## config.mk

```make
export PLATFORM = sky130hd
export DESIGN_NAME = ibus_frame_parser_debounce_top
export DESIGN_NICKNAME = d
export VERILOG_FILES = /design/src/rtl/core/ifp_pkg.sv /design/src/rtl/core/ifp_switch_debounce.sv /design/src/rtl/core/ifp_result_queue.sv /design/src/rtl/core/ibus_frame_parser_debounce_top.sv
export SDC_FILE = /design/constraint.sdc
export NUM_CORES = 1
export LEC_CHECK = 0
export ABC_AREA = 1
export BUFFER_PORTS_ARGS = -buffer_cell sky130_fd_sc_hd__buf_2
export CORE_ASPECT_RATIO = 2
export CORE_MARGIN = 5
export CORE_UTILIZATION = 51
export DETAILED_ROUTE_END_ITERATION = 12
export GPL_ROUTABILITY_DRIVEN = 0
export GPL_TIMING_DRIVEN = 0
export PLACE_DENSITY_LB_ADDON = 0.25
export SLEW_MARGIN = 20
export SYNTH_ARGS = -nofsm -noshare
export SYNTH_HDL_FRONTEND = slang
export SYNTH_SLANG_ARGS = --single-unit
```

## constraint.sdc

```tcl
create_clock -name clk -period 7.6 [get_ports clk]
set_input_delay 0.38 -clock clk [delete_from_list [all_inputs] [get_ports clk]]
set_output_delay 0.38 -clock clk [all_outputs]
set_load 0.05 [all_outputs]
```

## src/rtl/core/ifp_pkg.sv

```systemverilog
// Shared types, constants and helpers for the iBUS frame parser.
package ifp_pkg;

  localparam logic [7:0]  HDR_FIRST  = 8'h20;
  localparam logic [7:0]  HDR_SECOND = 8'h40;
  localparam logic [15:0] SUM_INIT   = 16'hFFFF;
  localparam logic [15:0] PITCH_BASE = 16'd3000;

  localparam logic [4:0] POS_HDR_FIRST  = 5'd0;
  localparam logic [4:0] POS_HDR_SECOND = 5'd1;
  localparam logic [4:0] POS_FIRST_WORD = 5'd2;
  localparam logic [4:0] POS_TRAILER_LO = 5'd30;

  localparam logic [2:0] ST_BYTE_TAKEN  = 3'd0;
  localparam logic [2:0] ST_BAD_HEADER  = 3'd1;
  localparam logic [2:0] ST_ACCEPTED    = 3'd2;
  localparam logic [2:0] ST_CSUM_ERROR  = 3'd3;
  localparam logic [2:0] ST_RANGE_ERROR = 3'd4;

  localparam logic [2:0] CFG_CHANNEL_MIN  = 3'd0;
  localparam logic [2:0] CFG_CHANNEL_MAX  = 3'd1;
  localparam logic [2:0] CFG_SWITCH_LOW   = 3'd2;
  localparam logic [2:0] CFG_SWITCH_HIGH  = 3'd3;
  localparam logic [2:0] CFG_DEBOUNCE     = 3'd4;

  localparam int NUM_SLOTS = 7;

  typedef struct packed {
    logic [11:0] low_level;
    logic [11:0] high_level;
    logic [3:0]  frames;
  } sw_cfg_t;

  typedef struct packed {
    logic position;
    logic changed;
    logic glitch;
  } sw_res_t;

  typedef struct packed {
    logic [2:0]  status;
    logic [11:0] roll;
    logic [11:0] pitch;
    logic [11:0] throttle;
    logic [11:0] yaw;
    logic        arm_position;
    logic        mode_position;
    logic        hold_position;
    logic [2:0]  switch_changed;
    logic [1:0]  glitch_count;
  } result_t;

  typedef struct packed {
    logic       valid;
    logic [2:0] slot;
  } slot_t;

  // High-byte position to channel slot
  function automatic slot_t slot_of(input logic [4:0] pos);
    slot_t s;
    s.valid = 1'b1;
    s.slot  = 3'd0;
    case (pos)
      5'd3:    s.slot = 3'd0;
      5'd5:    s.slot = 3'd1;
      5'd7:    s.slot = 3'd2;
      5'd9:    s.slot = 3'd3;
      5'd11:   s.slot = 3'd4;
      5'd13:   s.slot = 3'd5;
      5'd17:   s.slot = 3'd6;
      default: s.valid = 1'b0;
    endcase
    return s;
  endfunction

  function automatic logic in_range(input logic [15:0] v, input logic [11:0] lo,
                                    input logic [11:0] hi);
    return (v >= {4'd0, lo}) && (v <= {4'd0, hi});
  endfunction

endpackage

```

## src/rtl/core/ifp_switch_debounce.sv

```systemverilog
// Hysteresis and frame-count debounce for one switch channel.
module ifp_switch_debounce (
  input  logic            clk,
  input  logic            rst,
  input  logic            update,
  input  logic [15:0]     raw,
  input  ifp_pkg::sw_cfg_t cfg,
  output ifp_pkg::sw_res_t res
);
  import ifp_pkg::*;

  logic       stable, stable_next;
  logic       candidate, candidate_next;
  logic [3:0] frames, frames_next;
  logic       norm;
  logic [3:0] frames_inc;

  always_comb begin
    if (raw >= {4'd0, cfg.high_level}) begin
      norm = 1'b1;
    end else if (raw <= {4'd0, cfg.low_level}) begin
      norm = 1'b0;
    end else begin
      norm = stable;
    end
    frames_inc = (frames < cfg.frames) ? frames + 4'd1 : frames;

    stable_next    = stable;
    candidate_next = candidate;
    frames_next    = frames;
    res.changed    = 1'b0;
    res.glitch     = 1'b0;
    if (update) begin
      if (norm == stable) begin
        candidate_next = norm;
        frames_next    = 4'd0;
      end else if (norm != candidate) begin
        candidate_next = norm;
        frames_next    = 4'd1;
        res.glitch     = 1'b1;
      end else if (frames_inc < cfg.frames) begin
        frames_next = frames_inc;
        res.glitch  = 1'b1;
      end else begin
        stable_next = norm;
        frames_next = 4'd0;
        res.changed = 1'b1;
      end
    end
    res.position = stable_next;
  end

  always_ff @(posedge clk) begin
    if (rst) begin
      stable    <= 1'b0;
      candidate <= 1'b0;
      frames    <= 4'd0;
    end else begin
      stable    <= stable_next;
      candidate <= candidate_next;
      frames    <= frames_next;
    end
  end

  a_change_flips: assert property (@(posedge clk) disable iff (rst)
    res.changed |=> stable != $past(stable))
    else $error("reported change without a position flip");

  a_hold_idle: assert property (@(posedge clk) disable iff (rst)
    !update |=> $stable(stable) && $stable(frames))
    else $error("debounce state moved without a frame");

endmodule

```

## src/rtl/core/ifp_result_queue.sv

```systemverilog
// Two-entry result buffer between the parser and the output channel.
module ifp_result_queue (
  input  logic             clk,
  input  logic             rst,
  input  logic             push,
  input  ifp_pkg::result_t push_data,
  output logic             full,
  input  logic             pop_ready,
  output logic             head_valid,
  output ifp_pkg::result_t head
);
  import ifp_pkg::*;

  logic [1:0] count;
  result_t    slot0, slot1;
  logic       pop;

  assign full       = (count == 2'd2);
  assign head_valid = (count != 2'd0);
  assign head       = slot0;
  assign pop        = head_valid && pop_ready;

  always_ff @(posedge clk) begin
    if (rst) begin
      count <= 2'd0;
    end else begin
      if (push && !pop) begin
        count <= count + 2'd1;
      end else if (pop && !push) begin
        count <= count - 2'd1;
      end
    end
  end

  always_ff @(posedge clk) begin
    if (push && !pop) begin
      if (count == 2'd0) begin
        slot0 <= push_data;
      end else begin
        slot1 <= push_data;
      end
    end else if (pop && !push) begin
      slot0 <= slot1;
    end else if (pop && push) begin
      slot0 <= push_data;
    end
  end

  a_stall_holds: assert property (@(posedge clk) disable iff (rst)
    (head_valid && !pop_ready) |=> head_valid && $stable(head))
    else $error("waiting result changed or vanished");

  a_no_overflow: assert property (@(posedge clk) disable iff (rst)
    count != 2'd3)
    else $error("result buffer count out of range");

endmodule

```

## src/rtl/core/ibus_frame_parser_debounce_top.sv

```systemverilog
// Top level: iBUS byte framing, checksum, range check and switch debounce.
// One received byte is taken per clock while the result buffer has room, and
// gives exactly one result transfer; the running 16-bit checksum subtract
// and the latched channel words let each byte finish as it is accepted. Results
// pass through a two-entry buffer, so bytes keep flowing at one per cycle
// while a result waits, and input stalls only when both entries are held.
// Each result is registered in the buffer as its byte is taken. Configuration
// writes take effect on the next clock; write only when no transfer is in flight.
module ibus_frame_parser_debounce_top (
  input  logic        clk,
  input  logic        rst,
  input  logic        cfg_we,
  input  logic [2:0]  cfg_index,
  input  logic [11:0] cfg_data,
  input  logic        in_valid,
  output logic        in_ready,
  input  logic [7:0]  data_byte,
  input  logic        abort_frame,
  output logic        out_valid,
  input  logic        out_ready,
  output logic [2:0]  status,
  output logic [11:0] roll,
  output logic [11:0] pitch,
  output logic [11:0] throttle,
  output logic [11:0] yaw,
  output logic        arm_position,
  output logic        mode_position,
  output logic        hold_position,
  output logic [2:0]  switch_changed,
  output logic [1:0]  glitch_count
);
  import ifp_pkg::*;

  logic [11:0] channel_min, channel_max, switch_low_level, switch_high_level;
  logic [3:0]  debounce_frames;

  logic [4:0]  byte_pos, byte_pos_next;
  logic [15:0] running_sum, running_sum_next;
  logic [7:0]  low_byte_hold, low_byte_hold_next;
  logic [7:0]  trailer_low, trailer_low_next;
  logic [15:0] channel_store [NUM_SLOTS];

  logic        accept, q_full;
  logic [2:0]  res_status;
  logic        frame_good;
  logic        store_we;
  slot_t       slot;
  logic [15:0] pitch_word;
  logic        ranges_ok;
  sw_cfg_t     sw_cfg;
  sw_res_t     arm_res, mode_res, hold_res;
  result_t     res, head;

  assign accept   = in_valid && in_ready;
  assign in_ready = !q_full;
  assign slot     = slot_of(byte_pos);

  always_ff @(posedge clk) begin
    if (rst) begin
      channel_min       <= 12'd900;
      channel_max       <= 12'd2100;
      switch_low_level  <= 12'd1300;
      switch_high_level <= 12'd1700;
      debounce_frames   <= 4'd5;
    end else if (cfg_we) begin
      unique case (cfg_index)
        CFG_CHANNEL_MIN: channel_min       <= cfg_data;
        CFG_CHANNEL_MAX: channel_max       <= cfg_data;
        CFG_SWITCH_LOW:  switch_low_level  <= cfg_data;
        CFG_SWITCH_HIGH: switch_high_level <= cfg_data;
        CFG_DEBOUNCE:    debounce_frames   <= cfg_data[3:0];
        default: ;
      endcase
    end
  end

  assign pitch_word = PITCH_BASE - channel_store[1];
  assign ranges_ok  = (channel_store[1] <= PITCH_BASE)
                   && in_range(channel_store[0], channel_min, channel_max)
                   && in_range(pitch_word, channel_min, channel_max)
                   && in_range(channel_store[2], channel_min, channel_max)
                   && in_range(channel_store[3], channel_min, channel_max)
                   && in_range(channel_store[4], channel_min, channel_max)
                   && in_range(channel_store[5], channel_min, channel_max)
                   && in_range(channel_store[6], channel_min, channel_max);

  always_comb begin
    byte_pos_next      = byte_pos;
    running_sum_next   = running_sum;
    low_byte_hold_next = low_byte_hold;
    trailer_low_next   = trailer_low;
    store_we           = 1'b0;
    res_status         = ST_BYTE_TAKEN;
    frame_good         = 1'b0;
    if (abort_frame) begin
      byte_pos_next    = POS_HDR_FIRST;
      running_sum_next = SUM_INIT;
    end else if (byte_pos == POS_HDR_FIRST) begin
      if (data_byte == HDR_FIRST) begin
        running_sum_next = SUM_INIT - {8'd0, HDR_FIRST};
        byte_pos_next    = POS_HDR_SECOND;
      end else begin
        res_status = ST_BAD_HEADER;
      end
    end else if (byte_pos == POS_HDR_SECOND) begin
      if (data_byte == HDR_SECOND) begin
        running_sum_next = running_sum - {8'd0, data_byte};
        byte_pos_next    = POS_FIRST_WORD;
      end else begin
        res_status = ST_BAD_HEADER;
        if (data_byte == HDR_FIRST) begin
          running_sum_next = SUM_INIT - {8'd0, HDR_FIRST};
          byte_pos_next    = POS_HDR_SECOND;
        end else begin
          byte_pos_next = POS_HDR_FIRST;
        end
      end
    end else if (byte_pos < POS_TRAILER_LO) begin
      running_sum_next = running_sum - {8'd0, data_byte};
      if (!byte_pos[0]) begin
        low_byte_hold_next = data_byte;
      end else begin
        store_we = slot.valid;
      end
      byte_pos_next = byte_pos + 5'd1;
    end else if (byte_pos == POS_TRAILER_LO) begin
      trailer_low_next = data_byte;
      byte_pos_next    = byte_pos + 5'd1;
    end else begin
      byte_pos_next = POS_HDR_FIRST;
      if ({data_byte, trailer_low} != running_sum) begin
        res_status = ST_CSUM_ERROR;
      end else if (!ranges_ok) begin
        res_status = ST_RANGE_ERROR;
      end else begin
        res_status = ST_ACCEPTED;
        frame_good = 1'b1;
      end
    end
  end

  always_ff @(posedge clk) begin
    if (rst) begin
      byte_pos      <= POS_HDR_FIRST;
      running_sum   <= SUM_INIT;
      low_byte_hold <= 8'd0;
      trailer_low   <= 8'd0;
    end else if (accept) begin
      byte_pos      <= byte_pos_next;
      running_sum   <= running_sum_next;
      low_byte_hold <= low_byte_hold_next;
      trailer_low   <= trailer_low_next;
    end
  end

  always_ff @(posedge clk) begin
    if (accept && store_we) begin
      channel_store[slot.slot] <= {data_byte, low_byte_hold};
    end
  end

  assign sw_cfg.low_level  = switch_low_level;
  assign sw_cfg.high_level = switch_high_level;
  assign sw_cfg.frames     = debounce_frames;

  ifp_switch_debounce u_arm (
    .clk(clk), .rst(rst), .update(accept && frame_good),
    .raw(channel_store[4]), .cfg(sw_cfg), .res(arm_res)
  );

  ifp_switch_debounce u_mode (
    .clk(clk), .rst(rst), .update(accept && frame_good),
    .raw(channel_store[5]), .cfg(sw_cfg), .res(mode_res)
  );

  ifp_switch_debounce u_hold (
    .clk(clk), .rst(rst), .update(accept && frame_good),
    .raw(channel_store[6]), .cfg(sw_cfg), .res(hold_res)
  );

  always_comb begin
    res.status         = res_status;
    res.roll           = frame_good ? channel_store[0][11:0] : 12'd0;
    res.pitch          = frame_good ? pitch_word[11:0] : 12'd0;
    res.throttle       = frame_good ? channel_store[2][11:0] : 12'd0;
    res.yaw            = frame_good ? channel_store[3][11:0] : 12'd0;
    res.arm_position   = arm_res.position;
    res.mode_position  = mode_res.position;
    res.hold_position  = hold_res.position;
    res.switch_changed = {hold_res.changed, mode_res.changed, arm_res.changed};
    res.glitch_count   = {1'b0, arm_res.glitch} + {1'b0, mode_res.glitch}
                       + {1'b0, hold_res.glitch};
  end

  ifp_result_queue u_queue (
    .clk(clk), .rst(rst), .push(accept), .push_data(res), .full(q_full),
    .pop_ready(out_ready), .head_valid(out_valid), .head(head)
  );

  assign status         = head.status;
  assign roll           = head.roll;
  assign pitch          = head.pitch;
  assign throttle       = head.throttle;
  assign yaw            = head.yaw;
  assign arm_position   = head.arm_position;
  assign mode_position  = head.mode_position;
  assign hold_position  = head.hold_position;
  assign switch_changed = head.switch_changed;
  assign glitch_count   = head.glitch_count;

  a_fields_zero: assert property (@(posedge clk) disable iff (rst)
    (out_valid && status != ST_ACCEPTED) |->
      (roll == 12'd0 && pitch == 12'd0 && throttle == 12'd0 && yaw == 12'd0
       && switch_changed == 3'd0 && glitch_count == 2'd0))
    else $error("channel fields set on a non-accepted result");

  a_abort_resets: assert property (@(posedge clk) disable iff (rst)
    (accept && abort_frame) |=> byte_pos == POS_HDR_FIRST && running_sum == SUM_INIT)
    else $error("abort did not drop the partial frame");

  a_good_at_end: assert property (@(posedge clk) disable iff (rst)
    frame_good |-> byte_pos == 5'd31)
    else $error("frame accepted away from the trailer");

endmodule
```

==> Word level (Yosys, flattened, before mapping) <==
Memories as Yosys holds them, arrays and structs flattened.
Cells that the tools add are included.
{ "word_totals": {"regBits": 227, "ramBits": 112, "inputBits": 29, "output_inout_bits": 61, "word_cells": 261, "mem_count": 1} }
{ "mem_list": {"columns": ["name", "words", "word_bits", "read_ports", "rd_ports_with_merged_regs", "wr", "line_no", "text"], "rows": [
  ["channel_store", 7, 16, 7, 0, 1, "ibus_frame_parser_debounce_top.sv:41", "logic [15:0] channel_store [NUM_SLOTS];"]
]} }
{ "classes": {"n_addsub": 10, "order_cmp": 28, "n_eq_ne": 25, "muxes": 103, "n_bitwise": 6, "n_reduce_logical": 49} }
{ "op_table": {"columns": ["cell", "n"], "rows": [
  ["59-bit 2-to-1 mux", 4],
  ["16-bit by 12-bit greater-or-equal comparator with 1-bit output", 10],
  ["16-bit by 12-bit less-or-equal comparator with 1-bit output", 10],
  ["16-bit 2-to-1 mux", 6],
  ["1-bit 2-to-1 mux", 54],
  ["12-bit 2-to-1 mux", 4],
  ["4-bit 2-to-1 mux", 12],
  ["5-bit 2-to-1 mux", 6],
  ["4-bit less-than comparator", 6],
  ["2-bit AND reduction", 12],
  ["1-bit logical AND", 21],
  ["3-bit 2-to-1 mux", 7],
  ["2-bit 2-to-1 mux", 9],
  ["3-bit one-hot mux with 6 select lines", 1],
  ["16-bit by 12-bit less-or-equal comparator with 1-bit output (second input constant)", 1],
  ["16-bit != test", 1],
  ["12-bit by 16-bit subtractor with 16-bit output (first input constant)", 1],
  ["16-bit by 8-bit subtractor with 16-bit output", 1],
  ["5-bit by 4-bit equality test with 1-bit output (second input constant)", 3],
  ["4-bit by 1-bit adder with 4-bit output (second input constant)", 3],
  ["6-bit AND reduction", 2],
  ["5-bit by 3-bit equality test with 1-bit output (second input constant)", 2],
  ["5-bit equality test (second input constant)", 2],
  ["2-bit nonzero test", 5],
  ["other kinds (26)", 38]
]} }

==> Longest topological paths before layout <==
Gate-level depths: netlist (run 1).
An unclocked memory read counts as a cell.
{ "logic_depth": {"depth_word": 24, "depth_mapped": 26, "mapped_depth_nobuf": 25} }

==> Modules after synthesis <==
A second synthesis (run 1) with hierarchy kept.
{ "unflattened": {"hier_cells": 2486, "hier_area_um2": 21111.5} }
{ "modules_own_cells": {"columns": ["module", "instances", "cells_each", "area_per_inst_um2", "seq_area_each_um2"], "rows": [
  ["ibus_frame_parser_debounce_top", 1, 1517, 12512.0, 5144.9],
  ["ifp_result_queue", 1, 342, 4564.4, 3583.4],
  ["ifp_switch_debounce", 3, 209, 1345.0, 120.1]
]} }

==> Least setup slack after synthesis (run 1) <==
OpenSTA, ideal clock, no wires.
{ "synth_path": {"path_type": "flip-flop to flip-flop", "startpoint": "reg u_queue.count[0]", "endpoint": "reg u_queue.slot0 (netlist bit u_queue.head[0]) (enable)", "setup_ns": 0.558, "t_arrival_ns": 5.291, "required_ns": 7.042, "setup_slack_ns": 1.750, "stages_incl_launch_ff": 5, "n_path_buf": 0, "synth_period_minus_slack_ns": 5.850, "cell_sequence": "dfxtp_1 -> inv_1 -> nand2_1 -> nand2_1 -> o21ai_0"} }
{ "synth_between": {"elab_chain_len": 7, "elab_cells_between_ends": 14, "cone_classes": "eq/ne: 2; reduce/logical: 12"} }
{ "synth_rtl": {"columns": ["element", "line_no", "text"], "rows": [
  ["start, declared", "ifp_result_queue.sv:14", "logic [1:0] count;"],
  ["start signal, assigned", "ifp_result_queue.sv:28", "count <= count + 2'd1;"],
  ["start signal, assigned", "ifp_result_queue.sv:30", "count <= count - 2'd1;"],
  ["2-bit equality test (*)", "ifp_result_queue.sv:18", "assign full = (count == 2'd2);"],
  ["1-bit logical NOT (*)", "ibus_frame_parser_debounce_top.sv:55", "assign in_ready = !q_full;"],
  ["via in_ready", "ibus_frame_parser_debounce_top.sv:16", "output logic in_ready,"],
  ["1-bit logical AND (*)", "ibus_frame_parser_debounce_top.sv:54", "assign accept = in_valid && in_ready;"],
  ["1-bit logical NOT", "ifp_result_queue.sv:42", "end else if (pop && !push) begin"],
  ["1-bit logical AND", "ifp_result_queue.sv:42", null],
  ["3-bit nonzero test (no source line)", null, null],
  ["2-bit AND reduction (no source line) (*)", null, null],
  ["end signal, assigned", "ifp_result_queue.sv:38", "slot0 <= push_data;"],
  ["end signal, assigned", "ifp_result_queue.sv:43", "slot0 <= slot1;"],
  ["end signal, assigned", "ifp_result_queue.sv:45", "slot0 <= push_data;"],
  ["end, declared", "ifp_result_queue.sv:15", "result_t slot0, slot1;"]
]} }
The timed path passes the listed nets; every way through them passes the cells marked *.
A chain may end at the register's enable or synchronous reset.

==> results of run 1 <==
-- cells in the mapped netlist, drive strengths merged (4+ instances only) --
master	n
dfxtp	109
nand2	415
or2	4
nand3	70
nor4	18
ha	276
nor2	341
buf	11
o21a	5
a2111oi	5
inv	316
a21o	5
xnor2	12
edfxtp	230
xor2	24
a21oi	217
nand4	24
nor3	33
clkinv	4
clkbuf	28
o211ai	32
o21ai	114
-- power by group through the flow --
stage                     registers (W)  clock network [W]  logic [W]
after detailed placement        0.00240                  0    0.00134
final                           0.00235            0.00161    0.00133
after CTS                       0.00236            0.00163    0.00134
after global placement          0.00245                  0    0.00124
after global routing            0.00238            0.00170    0.00143
after floorplan                 0.00294                  0   0.000417
-- metrics by stage --
step / setup slack (ps) / utilization / cells
CTS: 2870 / 0.573 / 2993
detailed placement: 2890 / 0.547 / 2936
finish: 2830 / 0.573 / 2993
global placement: 503 / 0.542 / 2928
floorplan: 1750 / - / 2315
global route: 2580 / 0.573 / 2993
-- state kept, by name, indices dropped and copies added, names as in the netlist, 5 cells and up --
register	cells
byte_pos	5
channel_max	12
channel_min	12
channel_store	112
low_byte_hold	8
running_sum	16
switch_high_level	12
switch_low_level	12
trailer_low	8
u_queue.head	59
u_queue.slot1	59
-- how the worst max path moves through the flow --
stage | start | end | slack [ps] | depth (start not counted)
floorplan | u_queue.count[0]$_SDFFE_PP0P_ | u_queue.head[0]$_DFFE_PP_ | 1750 | 4
global placement | in_valid | u_queue.head[8]$_DFFE_PP_ | 500 | 3
detailed placement | channel_store[1][0]$_DFFE_PP_ | u_queue.head[0]$_DFFE_PP_ | 2890 | 24
CTS | channel_store[1][0]$_DFFE_PP_ | u_queue.head[0]$_DFFE_PP_ | 2870 | 24
global route | channel_store[1][5]$_DFFE_PP_ | u_queue.head[0]$_DFFE_PP_ | 2580 | 23
finish | channel_store[1][0]$_DFFE_PP_ | u_queue.head[0]$_DFFE_PP_ | 2830 | 24
-- metal layers --
| metal | up-vias | wire (um) |
|---|---|---|
| met5 | - | 0 |
| met4 | 0 | 7400 |
| met3 | 293 | 3340 |
| met2 | 646 | 31900 |
| met1 | 7824 | 20400 |
| li1 | 8072 | - |
-- area by class of cell --
class | instances | area share
clock inverters | 26 | 0.0111
flip-flops and latches | 339 | 0.401
clock buffers | 31 | 0.0342
repair buffers | 96 | 0.0261
well taps | 525 | 0.0290
inverters | 320 | 0.0529
multi-input cells | 1617 | 0.437
plain buffers | 39 | 0.00877
-- critical path, delay by kind of cell (launching register included) --
kind            cells  cell delay, ps
compound gates      3             640
fa+ha+maj           3            1020
buf+inv             3             550
flops               1             380
simple gates       15            1910
-- logic make-up after synthesis --
group / synth area share
adders and majority gates: 0.172
xor gates and xnor gates: 0.0155
muxes: 0.00166
AOI/OAI and AO/OA: 0.105
DFF: 0.446
buffers and inverters: 0.0688
and+or+nand+nor: 0.191
==> results.cfg, run 1 <==
[clocking]
cts_inserted_buffers = 31
cts_tree = done
htreeDepth = 1
cts_resized = 0
cts_num_sinks = 339
cts_setup_buffers = 0
clk_pin_slew_worst_paths_ps = 70
insertion_delay_ps = 600
root_buffer = clkbuf_16
cts.path.max_buffers = 3
cts_hold_buf = 0

[drt]
drt_iter0_drc = 920
routed_wirelength_um = 63000
via_per_inst = 5.62
drtPass1Iterations = 9
wl_per_cell_um = 21.1
drtAntennaViolNets = 0
vias = 16800
drcViolationCount = 0

[global_routing]
met2_usage = 0.509
grt_pass1_wl_um = 95300
top_usage_layer = met2
met3_usage = 0.0372
antenna_found_initial = 0
grt_util_met1 = 0.280
grt_start_max_net_pins = 30
grt.overflow.total = 0
track_usage = 0.287
grt_pass1_vias = 17100

[placed_design]
io_buffers = 88
post_dp_cell_area_mm2 = 0.0216
place.detailed.hpwl_um = 48300

[synthesis]
syn_inst = 2315
ys.flop_type = edfxtp_1
syn_nets = 2622
synthDistinctLibCells = 44
synth-seq-area-share = 0.446
synth_top_area_frac = 0.339
synth_area_leaders = edfxtp_1, ha_1, dfxtp_1
synth_edf_count = 230
synth_top_area_cell = edfxtp_1
async_reset_ff_frac = 0
yosysWarnings = 0
ys_ff_latch = 339
synth.avg_cell_area_um2 = 8.79
synth_area_mm2 = 0.0204

[power]
p_comb_frac = 0.251
powerDensity_mw_per_mm2 = 233
leakage_nw = 10.4
p_switching_w = 0.00186
p_sw_frac = 0.351
power_w = 0.00529
p_seq_frac = 0.444
peakVddDrop_mv = 0.176
clkPwrFrac = 0.304
p_int_w = 0.00343

[worst_hold_path]
hold_class = in2reg
hold_path_end = switch_high_level[7]$_SDFFE_PP1P_
hold_path_depth = 3
hold_start = cfg_data[7]

[outcome]
status = completed

[worst_setup_path]
critPathKind = reg2reg
worstPathRequired_ps = 7940
crit_arrival_ps = 5120
cp-start-kind = flop
path_cells = inv_2 > ha_1 > nand2_1 > nand3_1 > nand2_1 > a21oi_1 > inv_1 > ha_1 > nand2_1 > nor2_1 > nand2_1 > o21ai_0 > nand3_1 > a21oi_1 > nand3_1 > nor2_1 > nand3_1 > nor2_4 > nand2_1 > buf_2 > nor3_1 > fa_1 > nand2_1 > nand2_1
slowest_delay_ps = 480
r2r_start = channel_store[1][0]$_DFFE_PP_
slowest_stage = fa_1
crit_path_frequent_cell = nand2_1
reg2regPathDepth = 24
r2r-end = u_queue.head[0]$_DFFE_PP_
path_max_fanout = 10
end_kind = flop
rrSetupSlack_ps = 2830

[sta]
tns_ps = 0
fin_crit_ps = 4770
max_freq_mhz = 209
timing.slew.headroom = 0.336
whs_ps = 96.4
worst_pin_slew_ps = 989
min_period_over_period = 0.628
fin_skew_ps = 13.3
report.final.setup_viol = 0
hold_viol_final = 0
rsz0062_at_grt = no
slew_violations = 0

[layout]
drive_above_1_share = 0.0891
diodes = 0
multiInputGateArea_mm2 = 0.00992
design_area_mm2 = 0.0227
fillers = 3515
seqCellArea_mm2 = 0.00909
final_common_cell = nand2_1
layout.nets = 2751
final_cell_mix = nand2_1, inv_1, nor2_1
syn2layout_area_growth_pct = 11.4

[floorplan]
die_x_um = 151
pin_count = 90
die_y_um = 293
coreArea_mm2 = 0.0396
initial_core_util = 0.515
rows = 103
dieArea_mm2 = 0.0443

[job]
cap_violations = 0
(Power assumes the default switching activity.)
==> inputs of run 2 (changes only) <==
==> constraint.sdc (replaced) <==
create_clock -name clk -period 4.4 [get_ports clk]
set_input_delay 0.22 -clock clk [delete_from_list [all_inputs] [get_ports clk]]
set_output_delay 0.22 -clock clk [all_outputs]
set_load 0.05 [all_outputs]
==> run 2 against run 1 <==
  * Hold slack worse by 67 ps
  * Non-clock buffer count rose by 20
  * Setup slack got worse by 2600 ps
  * Register-to-register slack got worse by 2600 ps
  * Design area up 1.3%
  * Sequential cell count did not move
  * Wire length up 1.7%
  * Die area stayed put
  * Clock power up 78%
  * Combinational power increased by 74%
  * Core utilization is 0.72 points higher
  * Critical path type unchanged
  * Highest routed layer unchanged
==> results.cfg, run 2 (same netlist as run 1, synthesis figures left out) <==
[outcome]
status = completed

[global_routing]
antenna_found_initial = 0
track_usage = 0.291
grt_pass1_vias = 17600
grt_pass1_wl_um = 96600
grt.overflow.total = 0
grt_start_max_net_pins = 30

[sta]
worst_pin_slew_ps = 1150
rsz0062_at_grt = no
timing.final.ws_setup_ps = 225
hold_viol_final = 0
slew_violations = 0
fin_crit_ps = 4170
report.final.setup_viol = 0
max_freq_mhz = 240
fin_skew_ps = 24.7
min_period_over_period = 0.949
timing.slew.headroom = 0.225
whs_ps = 29.2

[floorplan]
die_x_um = 151
rows = 103
initial_core_util = 0.515
coreArea_mm2 = 0.0396
die_y_um = 293
pin_count = 90
dieArea_mm2 = 0.0443

[worst_setup_path]
end_kind = flop
critPathKind = reg2reg
cp-start-kind = flop
r2r_start = channel_store[1][2]$_DFFE_PP_
reg2regPathDepth = 24
r2r-end = u_queue.head[0]$_DFFE_PP_
path_max_fanout = 6
worstPathRequired_ps = 4740
crit_arrival_ps = 4510
rrSetupSlack_ps = 230

[drt]
routed_wirelength_um = 64000
drtAntennaViolNets = 0
via_per_inst = 5.69
drtPass1Iterations = 8
vias = 17100
drt_iter0_drc = 1044
drcViolationCount = 0
wl_per_cell_um = 21.3

[layout]
drive_above_1_share = 0.0966
syn2layout_area_growth_pct = 12.8
diodes = 0
layout.nets = 2770
regMostFlops = channel_store
final_common_cell = nand2_1
largest_reg_flops = 112
utilization = 0.581
final_cell_mix = nand2_1, inv_1, nor2_1

[clocking]
cts_tree = done
htreeDepth = 1
insertion_delay_ps = 590
cts_inserted_buffers = 30
cts.path.max_buffers = 3
clk_pin_slew_worst_paths_ps = 70
cts_num_sinks = 339
root_buffer = clkbuf_16

[power]
power_w = 0.00924
leakage_nw = 10.5
peakVddDrop_mv = 0.309
powerDensity_mw_per_mm2 = 402

[worst_hold_path]
hold_class = in2reg
hold_path_end = running_sum[7]$_SDFFE_PP1P_
hold_start = abort_frame
hold_path_depth = 3

[job]
cap_violations = 0

[placed_design]
place.detailed.hpwl_um = 48400
io_buffers = 88
place_ws_ps = -256
run 2: cell types whose count changed in the layout (fill, tap and decap cells not counted), sizes merged:
cell         before  now
bufinv            3    6
clkbuf           59   62
clkinv           16   15
buf             107  118
clkinvlp          9    1
dlygate4sd3       0    9
run 2: worst max-delay path, cell delays in order (launching register included):
cell and delay [ps]:
edfxtp_1 440, nor2_2 180, nand3_1 130, o21ai_1 150
nand2_1 80, nand2_1 110, xor2_2 210, inv_2 100
ha_1 320, nand2_1 60, nor2_1 130, nand2_1 70
o21ai_1 150, nand3_1 140, a21oi_2 130, nand3_1 110
nor2_2 170, nand3_4 120, nor2_4 140, nand2_1 100
buf_6 160, nor3_4 130, fa_1 460, nand2_1 80
nand2_1 70
run 2: where the power goes:
part           switching [W]  internal, W  leakage, nW
Clock                0.00122      0.00165        0.517
Combinational        0.00179     0.000517         6.93
Sequential          0.000133      0.00394         3.06
run 2: how the worst max path moves through the flow:
stage / end / start / cells past startpoint
after floorplan: u_queue.head[0]$_DFFE_PP_ / u_queue.count[0]$_SDFFE_PP0P_ / 4
after global placement: u_queue.head[8]$_DFFE_PP_ / u_queue.count[0]$_SDFFE_PP0P_ / 4
after detailed placement: u_queue.head[0]$_DFFE_PP_ / channel_store[1][0]$_DFFE_PP_ / 23
after CTS: u_queue.head[0]$_DFFE_PP_ / channel_store[1][3]$_DFFE_PP_ / 23
final: u_queue.head[0]$_DFFE_PP_ / channel_store[1][2]$_DFFE_PP_ / 24
after global routing: u_queue.head[0]$_DFFE_PP_ / channel_store[1][2]$_DFFE_PP_ / 24
run 2: repair_timing:
action                                 in CTS  in global routing
pin swaps                                   1                  5
hold buffers                                9                  0
setup endpoints to repair                   3                  4
setup buffers                               4                  7
gates resized for setup                     9                 18
endpoints found under the hold margin      20                  0
run 2: cell type report:
| type | instances | area, um^2 |
|---|---|---|
| fillers | 3438 | 16600 |
| multi-input cells | 1617 | 10000 |
| flip-flops and latches | 339 | 9090 |
| inverters | 320 | 1200 |
| clock buffers | 34 | 797 |
| repair buffers | 116 | 764 |
| well taps | 525 | 657 |
| clock inverters | 20 | 258 |
| plain buffers | 39 | 205 |
run 2: metal layers:
metal,vias up,track usage,part of all wire
met1,7914,0.281,0.32
met5,-,0,0
li1,8122,-,-
met3,331,0.0372,0.054
met4,0,0.280,0.12
met2,745,0.512,0.50
run 2: stage by stage:
stage | cell area, um^2 | instances | setup TNS, ps
detailed placement | 21600 | 2936 | -412
global placement | 21500 | 2928 | -32070
global route | 23000 | 3010 | 0
finish | 23000 | 3010 | 0
floorplan | 20400 | 2315 | 0
CTS | 22900 | 3003 | 0
